$ cat src/design/ckblit_pkg.sv
// ----------------------------------------------------------------------------
// ckblit_pkg: shared types and constants of the color-keyed sprite blitter
// Item structs, configuration register map and the classified-pixel record
// that travels from the front end to the back end.
// ----------------------------------------------------------------------------
package ckblit_pkg;

    localparam int CFG_IDX_W  = 3;
    localparam int CFG_DATA_W = 16;
    localparam int DIM_W      = 9;   // bitmap width/height and position counters
    localparam int COORD_W    = 16;  // origin registers
    localparam int COLOR_W    = 16;
    localparam int SX_W       = 8;
    localparam int SY_W       = 7;

    // Configuration register map
    typedef enum logic [CFG_IDX_W-1:0] {
        CFG_ORIGIN_X      = 3'd0,
        CFG_ORIGIN_Y      = 3'd1,
        CFG_BITMAP_WIDTH  = 3'd2,
        CFG_BITMAP_HEIGHT = 3'd3,
        CFG_KEY_COLOR     = 3'd4
    } cfg_index_t;

    typedef struct packed {
        logic [COORD_W-1:0] origin_x;
        logic [COORD_W-1:0] origin_y;
        logic [DIM_W-1:0]   bitmap_width;
        logic [DIM_W-1:0]   bitmap_height;
        logic [COLOR_W-1:0] key_color;
    } cfg_t;

    // Input item
    typedef struct packed {
        logic [COLOR_W-1:0] pixel_color;
        logic               in_memory;
    } pixel_t;

    // Result item
    typedef struct packed {
        logic               pixel_valid;
        logic [SX_W-1:0]    screen_x;
        logic [SY_W-1:0]    screen_y;
        logic [COLOR_W-1:0] color;
        logic               run_first;
        logic               run_last;
        logic               blit_done;
    } result_t;

    // Pixel after classification by the front end
    typedef struct packed {
        logic               empty;     // zero-size bitmap
        logic               vis;       // drawn: on screen, in memory, not keyed
        logic               last_col;
        logic               last_row;
        logic [SX_W-1:0]    x;
        logic [SY_W-1:0]    y;
        logic [COLOR_W-1:0] color;
    } class_t;

endpackage

$ cat src/design/ckblit_fifo.sv
// ----------------------------------------------------------------------------
// ckblit_fifo: small register FIFO
// Single write, single read, first-word fall-through; push is ignored when full.
// ----------------------------------------------------------------------------
module ckblit_fifo #(
    parameter int WIDTH = 8,
    parameter int DEPTH = 4
) (
    input  logic             clk,
    input  logic             rst_n,
    input  logic             push,
    input  logic [WIDTH-1:0] wr_data,
    output logic             full,
    input  logic             pop,
    output logic [WIDTH-1:0] rd_data,
    output logic             empty
);

    localparam int PTR_W = (DEPTH > 1) ? $clog2(DEPTH) : 1;
    localparam int CNT_W = $clog2(DEPTH + 1);
    localparam logic [PTR_W-1:0] LAST_PTR  = PTR_W'(DEPTH - 1);
    localparam logic [CNT_W-1:0] DEPTH_CNT = CNT_W'(DEPTH);

    logic [WIDTH-1:0] mem_reg [DEPTH];
    logic [PTR_W-1:0] wr_ptr_reg, wr_ptr_next;
    logic [PTR_W-1:0] rd_ptr_reg, rd_ptr_next;
    logic [CNT_W-1:0] count_reg, count_next;
    logic             do_wr;
    logic             do_rd;

    assign full    = (count_reg == DEPTH_CNT);
    assign empty   = (count_reg == '0);
    assign rd_data = mem_reg[rd_ptr_reg];
    assign do_wr   = push && !full;
    assign do_rd   = pop && !empty;

    always_comb
    begin
        wr_ptr_next = wr_ptr_reg;
        rd_ptr_next = rd_ptr_reg;
        count_next  = count_reg;
        if (do_wr)
        begin
            wr_ptr_next = (wr_ptr_reg == LAST_PTR) ? '0 : wr_ptr_reg + 1'b1;
        end
        if (do_rd)
        begin
            rd_ptr_next = (rd_ptr_reg == LAST_PTR) ? '0 : rd_ptr_reg + 1'b1;
        end
        if (do_wr && !do_rd)
        begin
            count_next = count_reg + 1'b1;
        end
        else if (do_rd && !do_wr)
        begin
            count_next = count_reg - 1'b1;
        end
    end

    always_ff @(posedge clk or negedge rst_n)
    begin
        if (!rst_n)
        begin
            wr_ptr_reg <= '0;
            rd_ptr_reg <= '0;
            count_reg  <= '0;
        end
        else
        begin
            wr_ptr_reg <= wr_ptr_next;
            rd_ptr_reg <= rd_ptr_next;
            count_reg  <= count_next;
        end
    end

    always_ff @(posedge clk)
    begin
        if (do_wr)
        begin
            mem_reg[wr_ptr_reg] <= wr_data;
        end
    end

    a_count_bound: assert property (@(posedge clk) disable iff (!rst_n)
        count_reg <= DEPTH_CNT)
        else $error("fifo occupancy beyond depth");

endmodule

$ cat src/design/ckblit_front.sv
// ----------------------------------------------------------------------------
// ckblit_front: pixel position tracking and classification
// Walks the bitmap raster, maps each pixel to the screen and decides whether
// it is drawn; marks row and bitmap ends.
// ----------------------------------------------------------------------------
module ckblit_front #(
    parameter int DISPLAY_WIDTH  = 160,
    parameter int DISPLAY_HEIGHT = 128,
    parameter int MAX_BITMAP_DIM = 256
) (
    input  logic                clk,
    input  logic                rst_n,
    input  ckblit_pkg::cfg_t    cfg,
    input  logic                accept,
    input  ckblit_pkg::pixel_t  pixel,
    output ckblit_pkg::class_t  cls
);

    localparam int DW   = ckblit_pkg::DIM_W;
    localparam int MW   = $clog2(MAX_BITMAP_DIM + 1);
    localparam int CW   = (MW > DW + 1) ? MW : DW + 1;
    localparam int PW   = ckblit_pkg::COORD_W + 2;
    localparam logic [CW-1:0]        MAX_DIM = CW'(MAX_BITMAP_DIM);
    localparam logic signed [PW-1:0] DISP_W  = PW'(DISPLAY_WIDTH);
    localparam logic signed [PW-1:0] DISP_H  = PW'(DISPLAY_HEIGHT);

    logic [DW-1:0] col_reg, col_next;
    logic [DW-1:0] row_reg, row_next;

    logic [CW-1:0]        w_raw, h_raw, w_eff, h_eff;
    logic                 last_col, last_row, empty;
    logic signed [PW-1:0] sx, sy;
    logic                 on_screen;

    // oversize dimensions saturate
    assign w_raw = CW'(cfg.bitmap_width);
    assign h_raw = CW'(cfg.bitmap_height);
    assign w_eff = (w_raw > MAX_DIM) ? MAX_DIM : w_raw;
    assign h_eff = (h_raw > MAX_DIM) ? MAX_DIM : h_raw;

    assign empty    = (w_eff == '0) || (h_eff == '0);
    assign last_col = (CW'(col_reg) + 1'b1) >= w_eff;
    assign last_row = (CW'(row_reg) + 1'b1) >= h_eff;

    assign sx = $signed({{2{cfg.origin_x[ckblit_pkg::COORD_W-1]}}, cfg.origin_x})
              + $signed({{(PW-DW){1'b0}}, col_reg});
    assign sy = $signed({{2{cfg.origin_y[ckblit_pkg::COORD_W-1]}}, cfg.origin_y})
              + $signed({{(PW-DW){1'b0}}, row_reg});

    assign on_screen = !sx[PW-1] && (sx < DISP_W) && !sy[PW-1] && (sy < DISP_H);

    always_comb
    begin
        cls          = '0;
        cls.empty    = empty;
        cls.vis      = on_screen && pixel.in_memory && (pixel.pixel_color != cfg.key_color);
        cls.last_col = last_col;
        cls.last_row = last_row;
        cls.x        = sx[ckblit_pkg::SX_W-1:0];
        cls.y        = sy[ckblit_pkg::SY_W-1:0];
        cls.color    = pixel.pixel_color;
    end

    always_comb
    begin
        col_next = col_reg;
        row_next = row_reg;
        if (accept)
        begin
            if (empty)
            begin
                col_next = '0;
                row_next = '0;
            end
            else if (last_col)
            begin
                col_next = '0;
                row_next = last_row ? '0 : row_reg + 1'b1;
            end
            else
            begin
                col_next = col_reg + 1'b1;
            end
        end
    end

    always_ff @(posedge clk or negedge rst_n)
    begin
        if (!rst_n)
        begin
            col_reg <= '0;
            row_reg <= '0;
        end
        else
        begin
            col_reg <= col_next;
            row_reg <= row_next;
        end
    end

endmodule

$ cat src/design/ckblit_back.sv
// ----------------------------------------------------------------------------
// ckblit_back: run assembly and result emission
// Holds the last drawn pixel back by one item to settle run_last; emits one result
// per cycle while the result queue has room; a two-result item pops after both.
// ----------------------------------------------------------------------------
module ckblit_back (
    input  logic                clk,
    input  logic                rst_n,
    input  ckblit_pkg::class_t  item,
    input  logic                item_empty,
    output logic                item_pop,
    input  logic                out_full,
    output logic                out_push,
    output ckblit_pkg::result_t res
);

    logic                            held_valid_reg, held_valid_next;
    logic [ckblit_pkg::SX_W-1:0]     held_x_reg, held_x_next;
    logic [ckblit_pkg::SY_W-1:0]     held_y_reg, held_y_next;
    logic [ckblit_pkg::COLOR_W-1:0]  held_color_reg, held_color_next;
    logic                            held_first_reg, held_first_next;
    logic                            phase_reg, phase_next;   // second result pending

    logic go;
    logic blit_end;
    logic two_res;

    assign go       = !item_empty && !out_full;
    assign blit_end = item.last_col && item.last_row;
    assign two_res  = held_valid_reg && item.last_col && item.vis;

    always_comb
    begin
        held_valid_next = held_valid_reg;
        held_x_next     = held_x_reg;
        held_y_next     = held_y_reg;
        held_color_next = held_color_reg;
        held_first_next = held_first_reg;
        phase_next      = phase_reg;
        item_pop        = 1'b0;
        out_push        = 1'b0;
        res             = '0;

        if (go)
        begin
            if (item.empty)
            begin
                out_push        = 1'b1;
                res.blit_done   = 1'b1;
                held_valid_next = 1'b0;
                phase_next      = 1'b0;
                item_pop        = 1'b1;
            end
            else if (phase_reg)
            begin
                // row end: flush the pixel captured from this item on its first pass
                out_push        = 1'b1;
                res.pixel_valid = 1'b1;
                res.screen_x    = held_x_reg;
                res.screen_y    = held_y_reg;
                res.color       = held_color_reg;
                res.run_first   = held_first_reg;
                res.run_last    = 1'b1;
                res.blit_done   = item.last_row;
                held_valid_next = 1'b0;
                phase_next      = 1'b0;
                item_pop        = 1'b1;
            end
            else
            begin
                if (held_valid_reg)
                begin
                    out_push        = 1'b1;
                    res.pixel_valid = 1'b1;
                    res.screen_x    = held_x_reg;
                    res.screen_y    = held_y_reg;
                    res.color       = held_color_reg;
                    res.run_first   = held_first_reg;
                    res.run_last    = !item.vis;
                    res.blit_done   = blit_end && !two_res;
                end
                else if (item.vis && item.last_col)
                begin
                    // lone pixel at the row end
                    out_push        = 1'b1;
                    res.pixel_valid = 1'b1;
                    res.screen_x    = item.x;
                    res.screen_y    = item.y;
                    res.color       = item.color;
                    res.run_first   = 1'b1;
                    res.run_last    = 1'b1;
                    res.blit_done   = item.last_row;
                end
                else if (blit_end)
                begin
                    out_push      = 1'b1;
                    res.blit_done = 1'b1;
                end

                held_valid_next = item.vis && (!item.last_col || two_res);
                held_x_next     = item.x;
                held_y_next     = item.y;
                held_color_next = item.color;
                held_first_next = !held_valid_reg;
                phase_next      = two_res;
                item_pop        = !two_res;
            end
        end
    end

    always_ff @(posedge clk or negedge rst_n)
    begin
        if (!rst_n)
        begin
            held_valid_reg <= 1'b0;
            phase_reg      <= 1'b0;
        end
        else
        begin
            held_valid_reg <= held_valid_next;
            phase_reg      <= phase_next;
        end
    end

    always_ff @(posedge clk)
    begin
        held_x_reg     <= held_x_next;
        held_y_reg     <= held_y_next;
        held_color_reg <= held_color_next;
        held_first_reg <= held_first_next;
    end

    a_phase_has_held: assert property (@(posedge clk) disable iff (!rst_n)
        phase_reg |-> held_valid_reg)
        else $error("second-result phase without a held pixel");

    a_push_room: assert property (@(posedge clk) disable iff (!rst_n)
        out_push |-> !out_full)
        else $error("result pushed into full queue");

    a_phase_one_cycle: assert property (@(posedge clk) disable iff (!rst_n)
        (phase_reg && go) |=> !phase_reg)
        else $error("second-result phase did not retire");

    a_pop_once: assert property (@(posedge clk) disable iff (!rst_n)
        (go && !phase_reg && two_res && !item.empty) |-> !item_pop)
        else $error("item popped before its second result");

endmodule

$ cat src/design/color_key_sprite_blit_clipper.sv
// ----------------------------------------------------------------------------
// color_key_sprite_blit_clipper: color-keyed sprite blit with screen clipping
// Streams bitmap pixels in raster order, drops keyed, out-of-memory and
// off-screen pixels, and emits drawn pixels with run start/end flags and blit_done.
// ----------------------------------------------------------------------------
//
//  channel   handshake               payload
//  -------   ---------------------   -------------------------------------
//  pixel     push / full             pixel_t  (pixel_color, in_memory)
//  result    pop / empty             result_t (pixel_valid .. blit_done)
//  config    cfg_valid / cfg_ready   cfg_index, cfg_data (16 bit)
//
//  One pixel item per cycle while the input queue is not full. The front
//  end classifies in the cycle of acceptance; the back end retires one
//  queued item per cycle while the result queue has room, except an item
//  that closes a run at the row end while another pixel is held, which
//  stays at the queue head for its two results. Results are registered in the
//  result queue. Reset clears the raster position, the held pixel and both
//  queues; there is no clearing pass. Either side may stall freely: a 4-entry
//  queue sits between front and back, and a 4-entry queue buffers results.
//  Config is always ready; a write applies to pixels accepted after it.
// ----------------------------------------------------------------------------
module color_key_sprite_blit_clipper #(
    parameter int DISPLAY_WIDTH  = 160,
    parameter int DISPLAY_HEIGHT = 128,
    parameter int MAX_BITMAP_DIM = 256
) (
    input  logic                                  clk,
    input  logic                                  rst_n,
    // pixel input
    input  logic                                  push,
    output logic                                  full,
    input  ckblit_pkg::pixel_t                    pixel,
    // results
    output logic                                  empty,
    input  logic                                  pop,
    output ckblit_pkg::result_t                   result,
    // configuration
    input  logic                                  cfg_valid,
    output logic                                  cfg_ready,
    input  logic [ckblit_pkg::CFG_IDX_W-1:0]      cfg_index,
    input  logic [ckblit_pkg::CFG_DATA_W-1:0]     cfg_data
);

    localparam int Q_DEPTH = 4;
    localparam int CLS_W   = $bits(ckblit_pkg::class_t);
    localparam int RES_W   = $bits(ckblit_pkg::result_t);

    ckblit_pkg::cfg_t cfg_reg, cfg_next;

    ckblit_pkg::class_t  cls_in, cls_head;
    ckblit_pkg::result_t back_res;
    logic                accept;
    logic                mid_full, mid_empty, mid_pop;
    logic                out_full, out_push;
    logic [CLS_W-1:0]    cls_head_bits;
    logic [RES_W-1:0]    result_bits;

    // ---- configuration registers ----
    assign cfg_ready = 1'b1;

    always_comb
    begin
        cfg_next = cfg_reg;
        if (cfg_valid && cfg_ready)
        begin
            case (cfg_index)
                ckblit_pkg::CFG_ORIGIN_X:      cfg_next.origin_x = cfg_data;
                ckblit_pkg::CFG_ORIGIN_Y:      cfg_next.origin_y = cfg_data;
                ckblit_pkg::CFG_BITMAP_WIDTH:
                    cfg_next.bitmap_width  = cfg_data[ckblit_pkg::DIM_W-1:0];
                ckblit_pkg::CFG_BITMAP_HEIGHT:
                    cfg_next.bitmap_height = cfg_data[ckblit_pkg::DIM_W-1:0];
                ckblit_pkg::CFG_KEY_COLOR:     cfg_next.key_color = cfg_data;
                default:                       cfg_next = cfg_reg;  // unmapped index
            endcase
        end
    end

    always_ff @(posedge clk or negedge rst_n)
    begin
        if (!rst_n)
        begin
            cfg_reg <= '0;
        end
        else
        begin
            cfg_reg <= cfg_next;
        end
    end

    // ---- front: raster walk and classification ----
    assign full   = mid_full;
    assign accept = push && !mid_full;

    ckblit_front #(
        .DISPLAY_WIDTH  (DISPLAY_WIDTH),
        .DISPLAY_HEIGHT (DISPLAY_HEIGHT),
        .MAX_BITMAP_DIM (MAX_BITMAP_DIM)
    ) u_front (
        .clk    (clk),
        .rst_n  (rst_n),
        .cfg    (cfg_reg),
        .accept (accept),
        .pixel  (pixel),
        .cls    (cls_in)
    );

    // ---- decoupling queue ----
    ckblit_fifo #(
        .WIDTH (CLS_W),
        .DEPTH (Q_DEPTH)
    ) u_mid_q (
        .clk     (clk),
        .rst_n   (rst_n),
        .push    (accept),
        .wr_data (cls_in),
        .full    (mid_full),
        .pop     (mid_pop),
        .rd_data (cls_head_bits),
        .empty   (mid_empty)
    );

    assign cls_head = ckblit_pkg::class_t'(cls_head_bits);

    // ---- back: hold-back and run flags ----
    ckblit_back u_back (
        .clk        (clk),
        .rst_n      (rst_n),
        .item       (cls_head),
        .item_empty (mid_empty),
        .item_pop   (mid_pop),
        .out_full   (out_full),
        .out_push   (out_push),
        .res        (back_res)
    );

    // ---- result queue ----
    ckblit_fifo #(
        .WIDTH (RES_W),
        .DEPTH (Q_DEPTH)
    ) u_out_q (
        .clk     (clk),
        .rst_n   (rst_n),
        .push    (out_push),
        .wr_data (back_res),
        .full    (out_full),
        .pop     (pop),
        .rd_data (result_bits),
        .empty   (empty)
    );

    assign result = ckblit_pkg::result_t'(result_bits);

endmodule

$ cat config.mk
export PLATFORM = sky130hd
export DESIGN_NAME = color_key_sprite_blit_clipper
export DESIGN_NICKNAME = d
export VERILOG_FILES = /design/src/design/ckblit_pkg.sv /design/src/design/ckblit_fifo.sv /design/src/design/ckblit_front.sv /design/src/design/ckblit_back.sv /design/src/design/color_key_sprite_blit_clipper.sv
export SDC_FILE = /design/constraint.sdc
export NUM_CORES = 1
export LEC_CHECK = 0
export BUFFER_PORTS_ARGS = -buffer_cell sky130_fd_sc_hd__buf_2
export CORE_UTILIZATION = 60
export CTS_CLUSTER_DIAMETER = 200
export DETAILED_ROUTE_END_ITERATION = 12
export PLACE_DENSITY = 0.78
export SLEW_MARGIN = 20
export SYNTH_ARGS = -nofsm -noshare
export SYNTH_HDL_FRONTEND = slang
export SYNTH_HIERARCHICAL = 1
export SYNTH_SLANG_ARGS = --single-unit
$ cat constraint.sdc
create_clock -name clk -period 4.6 [get_ports clk]
set_input_delay 1.38 -clock clk [delete_from_list [all_inputs] [get_ports clk]]
set_output_delay 1.38 -clock clk [all_outputs]
set_load 0.02 [all_outputs]
Word-level counts from Yosys, hierarchy flattened:

Memory sizes are Yosys's and may differ from the RTL's.
Index checks and enable logic that the tools add are counted.

* RAM bits: 280
* output and inout bits: 38
* memories kept: 2
* logic and storage cells: 145
* input port bits: 41
* register bits after elaboration: 132

Memory list
* u_mid_q.mem_reg: words 4, width 35, rd ports 1, clocked after Yosys merged registers in 0, wr ports 1, line ckblit_fifo.sv:24 `logic [WIDTH-1:0] mem_reg [DEPTH];`
* u_out_q.mem_reg: words 4, width 35, rd ports 1, clocked after Yosys merged registers in 0, wr ports 1, line ckblit_fifo.sv:24

* bitwise gates (word level): 2
* $add $sub $neg: 14
* eq/ne operators: 11
* mux-type cells: 39
* $lt $le $gt $ge: 6
* reduce and logical (&&, ||, !) cells: 52

Operators with widths (count)
* $mux 35: 3
* $mux 34: 2
* $mux 9: 7
* $lt 18x9->1 const B: 2
* $add 16x10->17: 2
* $logic_and 1x1->1: 21
* $add 9x1->10 const B: 2
* $ge 10x10->1: 2
* $logic_not 10->1: 2
* $mux 1: 19
* $add 9x1->9 const B: 2
* $gt 9x9->1 const B: 2
* $ne 16x16->1: 1
* $logic_not 1->1: 14
* $mux 3: 4
* $reduce_and 2->1: 6
* $eq 3x3->1 const B: 3
* $logic_not 3->1: 3
* $add 2x1->2 const B: 4
* $eq 2x2->1 const B: 4
* $mux 2: 4
* $add 3x1->3 const B: 2
* $eq 3x2->1 const B: 2
* $reduce_bool 2->1: 3
* other kinds (5): 8

Logic depth before layout (Yosys ltp):

An unclocked memory read counts as a cell.

* depth after elaboration: 13
* mapped depth: 15
* mapped depth without buffers: 13

Cells and area by module:

The synthesis kept the hierarchy.

By module, submodules not included
* ckblit_fifo at u_mid_q: cells an instance 220, area each 5555.3 um2, times used 1, sequential area each 4379.2 um2
* ckblit_fifo at u_out_q: cells an instance 220, area each 5492.8 um2, times used 1, sequential area each 4379.2 um2
* ckblit_front: cells an instance 395, area each 3069.2 um2, times used 1, sequential area each 450.4 um2
* color_key_sprite_blit_clipper: cells an instance 146, area each 2616.3 um2, times used 1, sequential area each 1651.6 um2
* ckblit_back: cells an instance 166, area each 1745.4 um2, times used 1, sequential area each 1011.0 um2

Worst setup path after synthesis:

OpenSTA, ideal clock, no wires.

* path type: input to register
* from: input push
* to: memory u_mid_q/mem_reg[3][0] (netlist bit), enable pin
* path buffers: 0
* cell stages on the path: 3
* data arrival time: 3.102 ns
* slack: 1.070 ns
* path through: nor2b_1 -> nand2_1 -> nor2_1

* cells in the longest elaborated chain, start to end: 4

Ends and longest elaborated chain
* start: declaration: line color_key_sprite_blit_clipper.sv:31 `input logic push,`
* $logic_and 1x1->1: line color_key_sprite_blit_clipper.sv:94 `assign accept = push && !mid_full;`
* $logic_and 1x1->1: line ckblit_fifo.sv:34 `assign do_wr = push && !full;`
* $mux 1: line ckblit_fifo.sv:78 `if (do_wr)`
* $mux 1 (implied by the code): line ckblit_fifo.sv:80 `mem_reg[wr_ptr_reg] <= wr_data;`
* end: declaration: line ckblit_fifo.sv:24

No other way between the ends.

==> flow_summary_export.csv <==
group,metric,value,unit
layout,multi_input_area,0.00607,sq mm
timing,fin_crit,3.79,ns
yosys,synthesis.instances,1147,
placed_design,dp_hpwl,23400,um
worst_setup_path,arrival,2.41,ns
worst_setup_path,reg2reg_from,"u_front/col_reg[0]",
global_routing,grt_usage,23.8,%
yosys,syn_area_per_cell,16.1,sq um
layout,nNetsFinal,1322,
route,route.detailed.drc,0,
layout,area_growth,10.7,%
clock_tree,clk_latency,0.55,ns
timing,timing.final.crit_share,82.4,%
timing,rsz0062_at_grt,"no",
layout,mostFrequentLayoutCells,"312 x edfxtp_1, 113 x nand2_1, 98 x dfrtp_1",
worst_setup_path,reg2reg_slack,1.07,ns
route,dr.first_iter.drc_count,965,
floorplanning,io_pins,79,
min_path,min_path_cells,1,
pwr,leakagePower,7.66,nW
yosys,synth_flop_cell,"edfxtp_1",
yosys,seq_area_frac_synth,64.2,%
clock_tree,post_cts_resized,0,
timing,fmax,264,MHz
clock_tree,holdBufCountCts,0,
floorplanning,fp.dieArea,0.0315,sq mm
min_path,holdPathEnd,"cfg_reg[50]",
timing,setup_viol,0,
worst_setup_path,slowest_delay,0.68,ns
worst_setup_path,crit_type,"reg -> out",
min_path,min_path_type,"reg -> reg",
placed_design,gp_congestion,0.924,
layout,final_common_cell,"edfxtp_1",
pwr,power-per-cell-area,725,mW/mm^2
worst_setup_path,timing.reg2reg.worst_path_depth,13,
layout,drive_above_1_share,27.9,%
global_routing,grt_max_degree,76,
worst_setup_path,timing.rr.end,"u_front/row_reg[6]",
worst_setup_path,crit_path_end_kind,"output port",
route,firstDrtPassIters,5,
yosys,synth_area,0.0185,sq mm
clock_tree,cts.clk_slew.worst_paths,0.06,ns
yosys,yosys_warnings,6,
yosys,synth_edf_count,312,
pwr,ir_worst_vdd,0.398,mV
clock_tree,cts.sinks,412,
floorplanning,initial_utilization,61.7,%
worst_setup_path,worst-path-max-fanout,17,
layout,antenna_cells,0,
route,ant_nets,0,
route,vias_per_cell,6.08,
route,drt_wl_total,35800,um
layout,final_area,0.0205,sq mm
timing,relSlewSlack,54.0,%
global_routing,grt_pass1_vias,10043,
timing,finalSetupTns,0,ns
min_path,worstHoldStart,"cfg_reg[50]",
clock_tree,cts_made_buffers,42,
timing,slew_viol_final,0,
worst_setup_path,cpMaxStageDelayCell,"dfrtp_2",
job,max_cap_viol_count,0,
run_status,status,"finished clean",
clock_tree,cts_root_buf,"clkbuf_16",
yosys,synth-seq-cells,412,
clock_tree,cts_tree,"yes",
yosys,synth_fp_nets,1242,
route,post_drt_wl_per_cell,21.7,um
timing,worst_pin_slew,0.683,ns
floorplanning,chipWidth,177,um
global_routing,grt_antenna_before_repair,0,
worst_setup_path,setup.worst_path.start_class,"register",
route,vias,10029,
clock_tree,cts_setup_buffers,0,
timing,fin_worst_skew,0.0170,ns
floorplanning,core_area,0.0300,sq mm
clock_tree,cts_max_level,2,
worst_setup_path,crit_required,3.22,ns
yosys,ys_types,81,
timing,hold_violations,0,
floorplanning,die_h,177,um
placed_design,port_buffers,77,
worst_setup_path,path_cells,"buf_4 > mux4_2 > buf_2",
yosys,ys_async_sr_fraction,24.3,%
layout,n_fill_cell,1956,
global_routing,overflow,0,
global_routing,grt_pass1_wl,56800,um
clock_tree,clock_path_buffers,3,
placed_design,place_inst,1571,
layout,regArea,0.0119,sq mm
placed_design,placed_cell_area,0.0190,sq mm
layout,layout.cells.non_filler,1650,
floorplanning,rows,63,
synth_stat cells (12+ instances only):
| master | count | share of area [%] |
|---|---|---|
| nand2_1 | 113 | 2.3 |
| buf_2 | 15 | 0.41 |
| o21ai_0 | 19 | 0.51 |
| buf_4 | 24 | 0.98 |
| mux4_2 | 66 | 8.0 |
| inv_1 | 16 | 0.33 |
| buf_6 | 12 | 0.73 |
| edfxtp_1 | 312 | 51 |
| xor2_1 | 34 | 1.6 |
| nor2_1 | 37 | 0.75 |
| xnor2_1 | 13 | 0.62 |
| mux2_4 | 24 | 2.0 |
| ha_1 | 50 | 3.4 |
| dfrtp_1 | 100 | 14 |
| nand3_1 | 15 | 0.41 |
| a21oi_1 | 28 | 0.76 |
| a21o_1 | 12 | 0.49 |
| a21oi_2 | 29 | 1.4 |
| mux2_2 | 50 | 3.0 |
| nor3_1 | 19 | 0.51 |
per-stage QoR:
stage | utilization, % | power (mW) | setup WS, ns | hold slack (ns)
global placement | 63.5 | 11.3 | 1.18 | 0.497
finish | 68.3 | 14.8 | 0.812 | 0.515
detailed placement | 63.5 | 11.5 | 1.13 | 0.507
CTS | 68.1 | 14.9 | 0.749 | 0.520
global route | 68.3 | 15.6 | 0.662 | 0.538
floorplan | - | 10.2 | 1.07 | 0.487
worst max path at each step:
stage / startpoint / end / slack (ns) / cells past startpoint
final: u_out_q/rd_ptr_reg[0] / result[17] / 0.81 / 3
after global routing: u_out_q/rd_ptr_reg[0] / result[17] / 0.66 / 3
after CTS: u_out_q/rd_ptr_reg[0] / result[17] / 0.75 / 3
after detailed placement: u_front/col_reg[1] / u_front/row_reg[6] / 1.13 / 13
after global placement: u_front/col_reg[1] / u_front/row_reg[6] / 1.18 / 13
after floorplan: push / u_mid_q/mem_reg[3][0] / 1.07 / 3
area by class of cell:
cell class                      count  share of cell area, %
Clock buffer                       60                   5.78
Sequential cell                   412                   58.1
Inverter                           18                  0.330
Multi-Input combinational cell    656                   29.7
Tap cell                          390                   2.39
Timing Repair Buffer               97                   2.75
Clock inverter                     17                   1.00
power breakdown:
part / switching [mW] / internal [mW] / total (mW) / leakage [nW]
Combinational: 2.99 / 2.00 / 4.99 / 2.86
Clock: 1.38 / 2.03 / 3.41 / 0.671
Sequential: 0.611 / 5.82 / 6.43 / 4.14
cell families after synthesis:
family | count (synthesis) | synth area share, %
buffers and inverters | 79 | 2.95
and+or+nand+nor | 252 | 6.83
muxes | 149 | 13.9
DFF | 412 | 64.2
xor gates and xnor gates | 47 | 2.23
AOI/OAI and AO/OA | 153 | 6.03
adders and majority gates | 54 | 3.82
other | 1 | 0.0203
layer usage:
| layer | GRT usage [%] | routed length [um] | vias up |
|---|---|---|---|
| li1 | - | - | 4547 |
| met1 | 33.8 | 15500 | 5081 |
| met2 | 38.2 | 17400 | 335 |
| met3 | 3.79 | 2040 | 66 |
| met4 | 7.05 | 883 | 0 |
| met5 | 0 | 0 | - |
worst max-delay path, delay by kind of cell, from the launching register on:
kind | cells | cell delay, ns
muxes | 1 | 0.60
DFF | 1 | 0.68
buffers and inverters | 2 | 0.58
No activity file was read; power rests on OpenSTA's default activity.
